`config.mk`:
```
export PLATFORM = sky130hd
export DESIGN_NAME = multicast_socket_state_table
export DESIGN_NICKNAME = d
export VERILOG_FILES = /design/src/rtl/core/msst_pkg.sv /design/src/rtl/core/msst_ram.sv /design/src/rtl/core/msst_datapath.sv /design/src/rtl/core/msst_ctrl.sv /design/src/rtl/core/multicast_socket_state_table.sv
export SDC_FILE = /design/constraint.sdc
export NUM_CORES = 2
export LEC_CHECK = 0
export BUFFER_PORTS_ARGS = -buffer_cell sky130_fd_sc_hd__buf_4
export CAP_MARGIN = 30
export CORE_MARGIN = 3
export CORE_UTILIZATION = 64
export CTS_CLUSTER_SIZE = 30
export DETAILED_ROUTE_END_ITERATION = 10
export HOLD_SLACK_MARGIN = 0.05
export PLACE_DENSITY = 0.93
export SYNTH_ARGS = -nofsm -noshare
export SYNTH_HDL_FRONTEND = slang
export SYNTH_HIERARCHICAL = 1
export SYNTH_SLANG_ARGS = --single-unit
```
`constraint.sdc`:
```
create_clock -name clock -period 25.6 [get_ports clock]
set_input_delay 2.56 -clock clock [delete_from_list [all_inputs] [get_ports clock]]
set_output_delay 2.56 -clock clock [all_outputs]
set_load 0.1 [all_outputs]
```
`src/rtl/core/msst_pkg.sv`:
```
package msst_pkg;

   // Result status codes
   localparam logic [2:0] ST_DELETED   = 3'd0;
   localparam logic [2:0] ST_IGNORED   = 3'd1;
   localparam logic [2:0] ST_UPDATED   = 3'd2;
   localparam logic [2:0] ST_CREATED   = 3'd3;
   localparam logic [2:0] ST_FULL      = 3'd4;
   localparam logic [2:0] ST_FOUND     = 3'd5;
   localparam logic [2:0] ST_NOT_FOUND = 3'd6;

   // Source address fields carried on each channel
   localparam int SRC_FIELDS = 4;
   localparam int ADDR_BITS  = 32;
   localparam int SCNT_BITS  = 3;
   localparam int INDEX_BITS = 4;

   // Table row layout: {sources, source count, filter, group, interface}
   localparam int IFA_LSB  = 0;
   localparam int GRP_LSB  = ADDR_BITS;
   localparam int FLT_BIT  = 2 * ADDR_BITS;
   localparam int SCNT_LSB = FLT_BIT + 1;
   localparam int SRC_LSB  = SCNT_LSB + SCNT_BITS;

   typedef logic [SRC_FIELDS-1:0][ADDR_BITS-1:0] src_vec_type;

   // Controller to datapath
   typedef struct packed {
      logic       load_req;   // capture the incoming transaction
      logic       clr_idx;    // restart the scan at entry zero
      logic       inc_idx;    // advance the scan index
      logic       rd_key;     // read the row at the scan index
      logic       rd_next;    // read the row after the scan index
      logic       wr_shift;   // write the last read row at the scan index
      logic       wr_req;     // write the request row at the scan index
      logic       inc_count;  // one entry more
      logic       dec_count;  // one entry less
      logic       set_res;    // latch result code and index
      logic [2:0] res_code;
      logic       load_rsp;   // move the result into the output register
   } msst_cmd_type;

   // Datapath to controller
   typedef struct packed {
      logic is_lookup;
      logic is_delete;
      logic key_match;
      logic at_end;
      logic shift_end;
      logic full;
      logic rsp_free;
   } msst_stat_type;

endpackage

```
`src/rtl/core/msst_ram.sv`:
```
module msst_ram #(
   parameter int WIDTH  = 8,
   parameter int DEPTH  = 16,
   parameter int ADDR_W = (DEPTH > 1) ? $clog2(DEPTH) : 1
) (
   input  logic              clock,
   input  logic              wr_en,
   input  logic [ADDR_W-1:0] wr_addr,
   input  logic [WIDTH-1:0]  wr_data,
   input  logic              rd_en,
   input  logic [ADDR_W-1:0] rd_addr,
   output logic [WIDTH-1:0]  rd_data
);

   logic [WIDTH-1:0] mem_ff [DEPTH];
   logic [WIDTH-1:0] rd_data_ff;

   always_ff @(posedge clock) begin
      if (wr_en) begin
         mem_ff[wr_addr] <= wr_data;
      end
      if (rd_en) begin
         rd_data_ff <= mem_ff[rd_addr];
      end
   end

   assign rd_data = rd_data_ff;

endmodule

```
`src/rtl/core/msst_datapath.sv`:
```
module msst_datapath import msst_pkg::*; #(
   parameter int TABLE_DEPTH = 16,
   parameter int MAX_SOURCES = 4
) (
   input  logic                 clock,
   input  logic                 reset,
   input  msst_cmd_type         cmd,
   output msst_stat_type        stat,
   input  logic                 req_mode,
   input  logic [31:0]          req_interface_address,
   input  logic [31:0]          req_group_address,
   input  logic                 req_filter_mode,
   input  logic [2:0]           req_source_count,
   input  src_vec_type          req_src,
   output logic                 rsp_valid,
   input  logic                 rsp_ready,
   output logic [2:0]           rsp_status,
   output logic [3:0]           rsp_entry_index,
   output logic                 rsp_found_filter_mode,
   output logic [2:0]           rsp_found_source_count,
   output src_vec_type          rsp_src
);

   localparam int SLOT_N = (MAX_SOURCES < SRC_FIELDS) ? MAX_SOURCES : SRC_FIELDS;
   localparam int ADDR_W = (TABLE_DEPTH > 1) ? $clog2(TABLE_DEPTH) : 1;
   localparam int CNT_W  = $clog2(TABLE_DEPTH + 1);
   localparam int ROW_W  = SRC_LSB + SLOT_N * ADDR_BITS;

   logic                 req_mode_ff, req_mode_in;
   logic [31:0]          req_ifa_ff, req_ifa_in;
   logic [31:0]          req_grp_ff, req_grp_in;
   logic                 req_fmode_ff, req_fmode_in;
   logic [2:0]           req_scnt_ff, req_scnt_in;
   logic [31:0]          req_src_ff [SLOT_N];
   logic [31:0]          req_src_in [SLOT_N];

   logic [CNT_W-1:0]     idx_ff, idx_in;
   logic [CNT_W-1:0]     count_ff, count_in;
   logic [CNT_W-1:0]     idx_next;
   logic [CNT_W+3:0]     idx_wide;

   logic [2:0]           res_code_ff, res_code_in;
   logic [3:0]           res_index_ff, res_index_in;

   logic                 rsp_valid_ff, rsp_valid_in;
   logic [2:0]           rsp_status_ff, rsp_status_in;
   logic [3:0]           rsp_index_ff, rsp_index_in;
   logic                 rsp_fmode_ff, rsp_fmode_in;
   logic [2:0]           rsp_scnt_ff, rsp_scnt_in;
   src_vec_type          rsp_src_ff, rsp_src_in;

   logic                 ram_wr_en, ram_rd_en;
   logic [ADDR_W-1:0]    ram_rd_addr;
   logic [ROW_W-1:0]     ram_wr_data, ram_rd_data, req_row;

   assign idx_next = idx_ff + CNT_W'(1);
   assign idx_wide = {4'b0000, idx_ff};

   // Request capture, source count clamped to the stored slots
   always_comb begin
      req_mode_in  = req_mode_ff;
      req_ifa_in   = req_ifa_ff;
      req_grp_in   = req_grp_ff;
      req_fmode_in = req_fmode_ff;
      req_scnt_in  = req_scnt_ff;
      req_src_in   = req_src_ff;
      if (cmd.load_req) begin
         req_mode_in  = req_mode;
         req_ifa_in   = req_interface_address;
         req_grp_in   = req_group_address;
         req_fmode_in = req_filter_mode;
         req_scnt_in  = (req_source_count > 3'(SLOT_N)) ? 3'(SLOT_N) : req_source_count;
         for (int i = 0; i < SLOT_N; i++) begin
            req_src_in[i] = req_src[i];
         end
      end
   end

   // Row written on create and update; unused slots stored as zero
   always_comb begin
      req_row = '0;
      req_row[IFA_LSB +: ADDR_BITS]  = req_ifa_ff;
      req_row[GRP_LSB +: ADDR_BITS]  = req_grp_ff;
      req_row[FLT_BIT]               = req_fmode_ff;
      req_row[SCNT_LSB +: SCNT_BITS] = req_scnt_ff;
      for (int i = 0; i < SLOT_N; i++) begin
         if (3'(i) < req_scnt_ff) begin
            req_row[SRC_LSB + i * ADDR_BITS +: ADDR_BITS] = req_src_ff[i];
         end
      end
   end

   always_comb begin
      idx_in = idx_ff;
      if (cmd.clr_idx) begin
         idx_in = '0;
      end else if (cmd.inc_idx) begin
         idx_in = idx_next;
      end
   end

   always_comb begin
      count_in = count_ff;
      if (cmd.inc_count) begin
         count_in = count_ff + CNT_W'(1);
      end else if (cmd.dec_count) begin
         count_in = count_ff - CNT_W'(1);
      end
   end

   always_comb begin
      res_code_in  = res_code_ff;
      res_index_in = res_index_ff;
      if (cmd.set_res) begin
         res_code_in = cmd.res_code;
         if (cmd.res_code inside {ST_IGNORED, ST_FULL, ST_NOT_FOUND}) begin
            res_index_in = '0;
         end else begin
            res_index_in = idx_wide[3:0];
         end
      end
   end

   // Output register; found fields come from the row still held by the RAM
   always_comb begin
      rsp_status_in = rsp_status_ff;
      rsp_index_in  = rsp_index_ff;
      rsp_fmode_in  = rsp_fmode_ff;
      rsp_scnt_in   = rsp_scnt_ff;
      rsp_src_in    = rsp_src_ff;
      rsp_valid_in  = rsp_valid_ff & ~rsp_ready;
      if (cmd.load_rsp) begin
         rsp_valid_in  = 1'b1;
         rsp_status_in = res_code_ff;
         rsp_index_in  = res_index_ff;
         rsp_fmode_in  = 1'b0;
         rsp_scnt_in   = '0;
         rsp_src_in    = '0;
         if (res_code_ff == ST_FOUND) begin
            rsp_fmode_in = ram_rd_data[FLT_BIT];
            rsp_scnt_in  = ram_rd_data[SCNT_LSB +: SCNT_BITS];
            for (int i = 0; i < SLOT_N; i++) begin
               if (3'(i) < ram_rd_data[SCNT_LSB +: SCNT_BITS]) begin
                  rsp_src_in[i] = ram_rd_data[SRC_LSB + i * ADDR_BITS +: ADDR_BITS];
               end
            end
         end
      end
   end

   always_ff @(posedge clock) begin
      if (reset) begin
         count_ff     <= '0;
         rsp_valid_ff <= 1'b0;
      end else begin
         count_ff     <= count_in;
         rsp_valid_ff <= rsp_valid_in;
      end
      req_mode_ff   <= req_mode_in;
      req_ifa_ff    <= req_ifa_in;
      req_grp_ff    <= req_grp_in;
      req_fmode_ff  <= req_fmode_in;
      req_scnt_ff   <= req_scnt_in;
      req_src_ff    <= req_src_in;
      idx_ff        <= idx_in;
      res_code_ff   <= res_code_in;
      res_index_ff  <= res_index_in;
      rsp_status_ff <= rsp_status_in;
      rsp_index_ff  <= rsp_index_in;
      rsp_fmode_ff  <= rsp_fmode_in;
      rsp_scnt_ff   <= rsp_scnt_in;
      rsp_src_ff    <= rsp_src_in;
   end

   assign ram_rd_en   = cmd.rd_key | cmd.rd_next;
   assign ram_rd_addr = cmd.rd_next ? idx_next[ADDR_W-1:0] : idx_ff[ADDR_W-1:0];
   assign ram_wr_en   = cmd.wr_shift | cmd.wr_req;
   assign ram_wr_data = cmd.wr_shift ? ram_rd_data : req_row;

   msst_ram #(
      .WIDTH (ROW_W),
      .DEPTH (TABLE_DEPTH),
      .ADDR_W(ADDR_W)
   ) u_table (
      .clock  (clock),
      .wr_en  (ram_wr_en),
      .wr_addr(idx_ff[ADDR_W-1:0]),
      .wr_data(ram_wr_data),
      .rd_en  (ram_rd_en),
      .rd_addr(ram_rd_addr),
      .rd_data(ram_rd_data)
   );

   assign stat.is_lookup = req_mode_ff;
   assign stat.is_delete = ~req_fmode_ff & (req_scnt_ff == 3'd0);
   assign stat.key_match = (ram_rd_data[IFA_LSB +: ADDR_BITS] == req_ifa_ff) &&
                           (ram_rd_data[GRP_LSB +: ADDR_BITS] == req_grp_ff);
   assign stat.at_end    = (idx_ff == count_ff);
   assign stat.shift_end = (idx_next == count_ff);
   assign stat.full      = (count_ff == CNT_W'(TABLE_DEPTH));
   assign stat.rsp_free  = ~rsp_valid_ff | rsp_ready;

   assign rsp_valid              = rsp_valid_ff;
   assign rsp_status             = rsp_status_ff;
   assign rsp_entry_index        = rsp_index_ff;
   assign rsp_found_filter_mode  = rsp_fmode_ff;
   assign rsp_found_source_count = rsp_scnt_ff;
   assign rsp_src                = rsp_src_ff;

endmodule

```
`src/rtl/core/msst_ctrl.sv`:
```
module msst_ctrl import msst_pkg::*; (
   input  logic          clock,
   input  logic          reset,
   input  logic          req_valid,
   output logic          req_ready,
   input  msst_stat_type stat,
   output msst_cmd_type  cmd
);

   localparam logic [2:0] S_IDLE     = 3'd0;
   localparam logic [2:0] S_SRCH_RD  = 3'd1;
   localparam logic [2:0] S_SRCH_CMP = 3'd2;
   localparam logic [2:0] S_SHIFT_RD = 3'd3;
   localparam logic [2:0] S_SHIFT_WR = 3'd4;
   localparam logic [2:0] S_RESULT   = 3'd5;

   logic [2:0] state_ff, state_in;

   always_comb begin
      state_in  = state_ff;
      cmd       = '0;
      req_ready = 1'b0;
      case (state_ff)
         S_IDLE: begin
            req_ready = 1'b1;
            if (req_valid) begin
               cmd.load_req = 1'b1;
               cmd.clr_idx  = 1'b1;
               state_in     = S_SRCH_RD;
            end
         end
         S_SRCH_RD: begin
            if (stat.at_end) begin
               // no match in the table
               cmd.set_res = 1'b1;
               state_in    = S_RESULT;
               if (stat.is_lookup) begin
                  cmd.res_code = ST_NOT_FOUND;
               end else if (stat.is_delete) begin
                  cmd.res_code = ST_IGNORED;
               end else if (stat.full) begin
                  cmd.res_code = ST_FULL;
               end else begin
                  cmd.res_code  = ST_CREATED;
                  cmd.wr_req    = 1'b1;
                  cmd.inc_count = 1'b1;
               end
            end else begin
               cmd.rd_key = 1'b1;
               state_in   = S_SRCH_CMP;
            end
         end
         S_SRCH_CMP: begin
            if (stat.key_match) begin
               cmd.set_res = 1'b1;
               if (stat.is_lookup) begin
                  cmd.res_code = ST_FOUND;
                  state_in     = S_RESULT;
               end else if (stat.is_delete) begin
                  cmd.res_code = ST_DELETED;
                  state_in     = S_SHIFT_RD;
               end else begin
                  cmd.res_code = ST_UPDATED;
                  cmd.wr_req   = 1'b1;
                  state_in     = S_RESULT;
               end
            end else begin
               cmd.inc_idx = 1'b1;
               state_in    = S_SRCH_RD;
            end
         end
         S_SHIFT_RD: begin
            if (stat.shift_end) begin
               cmd.dec_count = 1'b1;
               state_in      = S_RESULT;
            end else begin
               cmd.rd_next = 1'b1;
               state_in    = S_SHIFT_WR;
            end
         end
         S_SHIFT_WR: begin
            cmd.wr_shift = 1'b1;
            cmd.inc_idx  = 1'b1;
            state_in     = S_SHIFT_RD;
         end
         S_RESULT: begin
            // hold until the output register can take the result
            if (stat.rsp_free) begin
               cmd.load_rsp = 1'b1;
               state_in     = S_IDLE;
            end
         end
         default: begin
            state_in = S_IDLE;
         end
      endcase
   end

   always_ff @(posedge clock) begin
      if (reset) begin
         state_ff <= S_IDLE;
      end else begin
         state_ff <= state_in;
      end
   end

endmodule

```
`src/rtl/core/multicast_socket_state_table.sv`:
```
// A lookup or update that hits entry h scans entries zero to h; a miss or a delete reads
// every one of the n entries in the table (one RAM read per entry).
// One transaction at a time: the next is taken in the cycle after the result moves
// to the output register, which may still wait on rsp_ready.
// Reset (synchronous, active high): table empty, controller idle, no result pending;
// the entry RAM is not cleared and needs no clearing pass.
module multicast_socket_state_table import msst_pkg::*; #(
   parameter int TABLE_DEPTH = 16,
   parameter int MAX_SOURCES = 4
) (
   input  logic        clock,
   input  logic        reset,

   input  logic        req_valid,
   output logic        req_ready,
   input  logic        req_mode,
   input  logic [31:0] req_interface_address,
   input  logic [31:0] req_group_address,
   input  logic        req_filter_mode,
   input  logic [2:0]  req_source_count,
   input  logic [31:0] req_source_0,
   input  logic [31:0] req_source_1,
   input  logic [31:0] req_source_2,
   input  logic [31:0] req_source_3,

   output logic        rsp_valid,
   input  logic        rsp_ready,
   output logic [2:0]  rsp_status,
   output logic [3:0]  rsp_entry_index,
   output logic        rsp_found_filter_mode,
   output logic [2:0]  rsp_found_source_count,
   output logic [31:0] rsp_found_source_0,
   output logic [31:0] rsp_found_source_1,
   output logic [31:0] rsp_found_source_2,
   output logic [31:0] rsp_found_source_3
);

   // The table lives in one RAM, one row per entry holding key, filter mode,
   // source count and sources. Every transaction scans the rows from entry
   // zero: each row is read in S_SRCH_RD and its key compared in S_SRCH_CMP. The scan
   // stops at the first match (lowest index) or at the fill count.
   //
   // A delete of entry h copies each later row one place down, a read and a
   // write per row, then drops the fill count. Create writes at the fill
   // count; update rewrites the matching row in place.
   //
   // The result code and index are latched in the datapath when decided; on a
   // lookup hit the RAM read register keeps the found row until the result is
   // loaded into the output register.

   msst_cmd_type  cmd;
   msst_stat_type stat;
   src_vec_type   req_src;
   src_vec_type   rsp_src;

   assign req_src = {req_source_3, req_source_2, req_source_1, req_source_0};

   msst_ctrl u_ctrl (
      .clock    (clock),
      .reset    (reset),
      .req_valid(req_valid),
      .req_ready(req_ready),
      .stat     (stat),
      .cmd      (cmd)
   );

   msst_datapath #(
      .TABLE_DEPTH(TABLE_DEPTH),
      .MAX_SOURCES(MAX_SOURCES)
   ) u_datapath (
      .clock                 (clock),
      .reset                 (reset),
      .cmd                   (cmd),
      .stat                  (stat),
      .req_mode              (req_mode),
      .req_interface_address (req_interface_address),
      .req_group_address     (req_group_address),
      .req_filter_mode       (req_filter_mode),
      .req_source_count      (req_source_count),
      .req_src               (req_src),
      .rsp_valid             (rsp_valid),
      .rsp_ready             (rsp_ready),
      .rsp_status            (rsp_status),
      .rsp_entry_index       (rsp_entry_index),
      .rsp_found_filter_mode (rsp_found_filter_mode),
      .rsp_found_source_count(rsp_found_source_count),
      .rsp_src               (rsp_src)
   );

   // Unpack the found sources onto their own ports
   assign rsp_found_source_0 = rsp_src[0];
   assign rsp_found_source_1 = rsp_src[1];
   assign rsp_found_source_2 = rsp_src[2];
   assign rsp_found_source_3 = rsp_src[3];

endmodule

```
Word level (Yosys, flattened, before mapping)
Memory sizes are Yosys's and may differ from the RTL's. A register that Yosys moved wholly into a read port is not among the register bits.
Cells that the tools add are included.
{"block": "op_classes", "n_reduce_logical": 10, "bitwise": 8, "n_mux": 50, "eq_ne": 16, "add_sub_neg": 3, "n_lt_le_gt_ge": 9}
{"operator": "196-bit 2-to-1 mux", "n": 1}
{"operator": "32-bit 2-to-1 mux", "n": 4}
{"operator": "32-bit == test", "n": 2}
{"operator": "3-bit 2-to-1 mux", "n": 10}
{"operator": "1-bit 2-to-1 mux", "n": 19}
{"operator": "3-bit one-hot mux with 6 select lines", "n": 1}
{"operator": "3-bit == test, second input constant", "n": 5}
{"operator": "2-bit 2-to-1 mux", "n": 7}
{"operator": "1-bit by 3-bit less-than comparator with 1-bit output, first input constant", "n": 4}
{"operator": "2-bit by 3-bit less-than comparator with 1-bit output, first input constant", "n": 4}
{"operator": "4-bit 2-to-1 mux", "n": 3}
{"operator": "5-bit by 1-bit adder with 5-bit output, second input constant", "n": 2}
{"operator": "5-bit == test", "n": 2}
{"operator": "5-bit 2-to-1 mux", "n": 2}
{"operator": "2-bit AND reduction", "n": 5}
{"operator": "4-bit one-hot mux with 2 select lines", "n": 1}
{"operator": "3-bit by 1-bit == test with 1-bit output, second input constant", "n": 2}
{"operator": "3-bit by 2-bit == test with 1-bit output, second input constant", "n": 2}
{"operator": "3-bit zero test", "n": 2}
{"operator": "5-bit == test, second input constant", "n": 1}
{"operator": "5-bit by 1-bit subtractor with 5-bit output, second input constant", "n": 1}
{"operator": "2-bit inequality test, second input constant", "n": 2}
{"operator": "1-bit one-hot mux with 2 select lines", "n": 2}
{"operator": "3-bit greater-than comparator, second input constant", "n": 1}
{"operator": "6 further kinds", "n": 11}
{"block": "word_totals", "n_memories": 1, "mem_bits_rw": 3136, "in_bits": 201, "elab_cells": 120, "register_bits": 357, "output_inout_bits": 141}
{"name": "u_datapath.u_table.mem_ff", "words": 16, "width": 196, "rd": 1, "rd_clocked_by_memory_dff": 1, "wr": 1, "line": "msst_ram.sv:15", "source": "logic [WIDTH-1:0] mem_ff [DEPTH];"}

Longest topological paths before layout
{"block": "logic_depth", "word_depth": 9, "ltp_mapped": 16, "mapped_depth_nobuf": 12}

Hierarchy
The synthesis kept the hierarchy.
{"module": "msst_ram", "seq_area_each_um2": 100056.0, "area_per_inst_um2": 123566.0, "n_inst": 1, "cells_each": 5116}
{"module": "msst_datapath", "seq_area_each_um2": 10520.1, "area_per_inst_um2": 14809.2, "n_inst": 1, "cells_each": 917}
{"module": "msst_ctrl", "seq_area_each_um2": 60.1, "area_per_inst_um2": 360.3, "n_inst": 1, "cells_each": 47}

Worst setup path before layout
No wires, ideal clock.
{"block": "synth_path", "path_type": "register to register", "from": "register u_datapath.idx_ff[0]", "to": "memory u_datapath/u_table/mem_ff[0][0] in the netlist's numbering, enable pin", "stages_incl_launch_ff": 11, "n_path_buf": 1, "arrival_ps": 15754, "synth_period_minus_slack_ps": 16746, "required_time_ps": 24608, "setup_slack_ps": 8854, "setup_ps": 992, "path_cell_list": "dfxtp_1 buf_6 xnor2_1 nand3_1 nor3_1 nand4bb_4 or2_1 a211oi_2 or2_1 or3b_2 nor3_1"}
{"item": "start: declaration", "line": "msst_datapath.sv:37", "source": "logic [CNT_W-1:0] idx_ff, idx_in;"}
{"item": "start signal: assignment", "line": "msst_datapath.sv:165", "source": "idx_ff <= idx_in;"}
{"item": "end: declaration", "line": "msst_ram.sv:15"}

==> results.json <==
{
  "status": "finished, violations left",
  "violations": "max-slew violations",
  "coreArea_sq_mm": 0.2150,
  "grt_antenna_before_repair": 36,
  "swShare_pct": 31.98,
  "slew_violations": 8,
  "vias_per_cell": 8.077,
  "grt-ovfl-total": 0,
  "final_layout_size_suffix_gt1_share_pct": 26.88,
  "drtAntennaViolNets": 0,
  "cts_tree": "built",
  "cts_resized": 0,
  "post-place-ws_ps": 17210,
  "cts_sinks": 3689,
  "crit_fanout": 59,
  "cp_common_cell": "buf_4",
  "post_cts_buffers": 0,
  "place_inst": 9043,
  "setup_viol": 0,
  "via_count": 78397,
  "fin_area_sq_mm": 0.1566,
  "dp_hpwl_mm": 197.2,
  "layout_min_cycle_time_ps": 7987,
  "first_global_vias": 76112,
  "fin_tns_setup_ps": 0,
  "cts_hold_buf": 0,
  "min_path_cells": 0,
  "cp_data_arrival_time_ps": 8710,
  "wire_per_inst_microns": 47.26,
  "cp-end-kind": "register",
  "htreeDepth": 5,
  "r2r-end": "u_datapath/u_table/rd_data[28]",
  "post-route-util_pct": 72.81,
  "relSlewSlack_pct": -0.5088,
  "cell_internal_pwr_mw": 12.58,
  "gp_congestion": 0.7792,
  "clk_latency_ps": 1010,
  "port_buffers": 341,
  "ys_seq_area_share_pct": 79.75,
  "io_pins": 342,
  "hp-class": "reg2reg",
  "fin_ws_ps": 17610,
  "numCtsBuffers": 359,
  "netlist_area_sq_mm": 0.1387,
  "reg2reg_from": "u_datapath/idx_ff[0]",
  "final_cells": 9706,
  "critPathSlowestCell": "buf_4",
  "die_h_microns": 471.6,
  "tightest_slew_ps": 1508,
  "fin_nets": 6791,
  "r2r_cells": 16,
  "drt_iter0_drc": 18215,
  "switchingPower_mw": 5.915,
  "mappedNetlistNets": 6286,
  "cts_root_buf": "clkbuf_16",
  "power.leakage_nw": 49.29,
  "syn_to_final_growth_pct": 12.86,
  "power_mw": 18.50,
  "r2r_slack_ps": 17610,
  "p_seq_share_pct": 46.0,
  "ys_warn_count": 6,
  "skew_ps": 79.31,
  "synthesis.instances": 6080,
  "mostFrequentLayoutCells": "edfxtp_1 (3675), mux4_2 (734), buf_4 (429), clkbuf_16 (367), a22oi_1 (333)",
  "required_ps": 26320,
  "clkSlewWorstSetupHoldPaths_ps": 70,
  "post-route-period-util_pct": 31.20,
  "firstDrtPassIters": 6,
  "cts_buffer_depth": 4,
  "synth_flop_cell": "edfxtp_1",
  "placementRows": 170,
  "p_comb_share_pct": 24.3,
  "grt_usage_pct": 39.78,
  "place_area_sq_mm": 0.1447,
  "finalWirelength_mm": 458.7,
  "max_cap_violations": 0,
  "cp_slowest_stage_delay_ps": 910,
  "initial_core_util_pct": 64.52,
  "peakVddDrop_uv": 136.1,
  "grt_max_degree": 174,
  "die_w_microns": 471.6,
  "syn_area_per_cell_sq_um": 22.82,
  "path_cells": "ha_1 -> nand2_1 -> xnor2_1 -> nand3_1 -> a2111oi_2 -> inv_1 -> and3_1 -> nand2_1 -> xnor2_2 -> buf_4 -> buf_4 -> buf_4 -> nand2b_1 -> buf_4 -> o221ai_1 -> o21ai_0",
  "synth-edff-count": 3675,
  "grt_pass1_wl_mm": 613.7,
  "ys_types": 59,
  "hold-worst-slack_ps": 419.5,
  "clkPwrFrac_pct": 29.6,
  "drc": 0,
  "min_from": "u_datapath/res_index_ff[3]",
  "critPathLaunchType": "register",
  "hold_viol_final": 0,
  "rsz0062_at_grt": "no",
  "p_per_area_mw_per_mm2": 118.1,
  "crit_type": "reg2reg",
  "max_freq_ghz": 0.1252,
  "final_common_cell": "edfxtp_1",
  "yosys_register_bits": 3689,
  "holdPathEnd": "u_datapath/rsp_entry_index[3]",
  "startpoint": "u_datapath/idx_ff[0]",
  "die_area_sq_mm": 0.2224,
  "async_reset_ff_share_pct": 0
}
## cell usage after synthesis (5+ instances only)
cell type	instances	share of area (%)
a21oi_1	9	0.032
a221oi_1	17	0.11
a22o_1	128	0.81
a22oi_1	333	1.8
and2_1	76	0.34
and3_1	34	0.15
buf_1	41	0.11
buf_2	97	0.35
buf_4	33	0.18
buf_6	25	0.20
clkbuf_1	137	0.37
dfxtp_1	14	0.20
edfxtp_1	3675	80
inv_1	6	0.016
mux2_1	73	0.59
mux2_2	87	0.71
mux2i_1	38	0.27
mux4_2	734	12
nand2_1	157	0.42
nand2b_1	23	0.10
nand4_1	7	0.032
nor2_1	36	0.097
nor2b_1	77	0.35
nor3_1	10	0.036
nor4_1	18	0.081
o21ai_0	22	0.079
o21ai_1	5	0.018
o221ai_1	33	0.21
o22a_1	9	0.057
xnor2_1	9	0.057
xor2_1	74	0.47
## worst max-delay path, delay by kind of cell, from the launching register on
kind | cells | cell delay [ps]
AND/OR/NAND/NOR | 5 | 1490
adder cells (fa/ha/maj) | 1 | 390
buffers and inverters | 5 | 3090
XOR/XNOR | 2 | 950
flip-flops | 1 | 890
AO/OA/AOI/OAI | 3 | 780
## flip-flops by register name, indices dropped and copies added (netlist names), 3 cells and up
| signal | flops |
|---|---|
| u_datapath/u_table/mem_ff | 3136 |
| u_datapath/req_src_ff | 128 |
| u_datapath/req_scnt_ff | 3 |
| u_datapath/u_table/rd_data | 196 |
| u_datapath/req_grp_ff | 32 |
| u_datapath/idx_ff | 5 |
| u_datapath/rsp_src | 128 |
| u_ctrl/state_ff | 3 |
| u_datapath/rsp_status | 3 |
| u_datapath/rsp_entry_index | 4 |
| u_datapath/req_ifa_ff | 32 |
| u_datapath/res_code_ff | 3 |
| u_datapath/res_index_ff | 4 |
| u_datapath/count_ff | 5 |
| u_datapath/rsp_found_source_count | 3 |
## worst max path at each step
stage	end	cells past startpoint	slack, ps
2_1_floorplan	u_datapath/u_table/mem_ff[0][0]	10	8850
3_3_place_gp	u_datapath/u_table/rd_data[110]	16	17540
3_5_place_dp	u_datapath/u_table/rd_data[99]	16	17210
4_1_cts	u_datapath/u_table/rd_data[99]	16	16940
5_1_grt	u_datapath/u_table/rd_data[99]	17	17160
6_report	u_datapath/u_table/rd_data[28]	16	17610
## final cells by class
cell class / count / area, sq um
sequential: 3689 / 110600
fill: 10176 / 58460
multi-input combinational: 2052 / 26650
clock buffer: 427 / 9409
timing repair buffer: 477 / 4292
tap: 2838 / 3551
clock inverter: 199 / 1976
antenna: 18 / 45.04
inverter: 6 / 22.52
## power by group through the flow
stage                     logic, mW  registers (mW)  clock network (mW)
final                          4.50            8.52                5.48
after global routing           4.59            8.52                5.65
after CTS                      4.27            8.48                5.40
after detailed placement       4.03            8.53                   0
after global placement         3.70            8.46                   0
after floorplan                2.63            8.62                   0
## kinds of logic (layout without fill, tap and decap cells)
kind of cell | Yosys count | count (layout) | share of synthesized area (%)
DFF | 3689 | 3689 | 79.75
muxes | 932 | 932 | 13.49
AOI/OAI and AO/OA | 573 | 573 | 3.214
and+or+nand+nor | 459 | 459 | 1.748
buffers and inverters | 339 | 1109 | 1.229
xor gates and xnor gates | 83 | 83 | 0.5240
adders and majority gates | 5 | 5 | 0.05051
other | 0 | 18 | 0
## metal layers
metal	share of wire [%]	global-route usage, %	up-vias	wire, microns
met1	29	51.71	37959	131200
met3	17	11.45	2540	77700
met4	8.7	24.33	34	39720
met5	0.060	0	-	276
met2	46	60.55	11119	209900
li1	-	-	26745	-
Note: power is estimated with default switching activity, not from simulation.
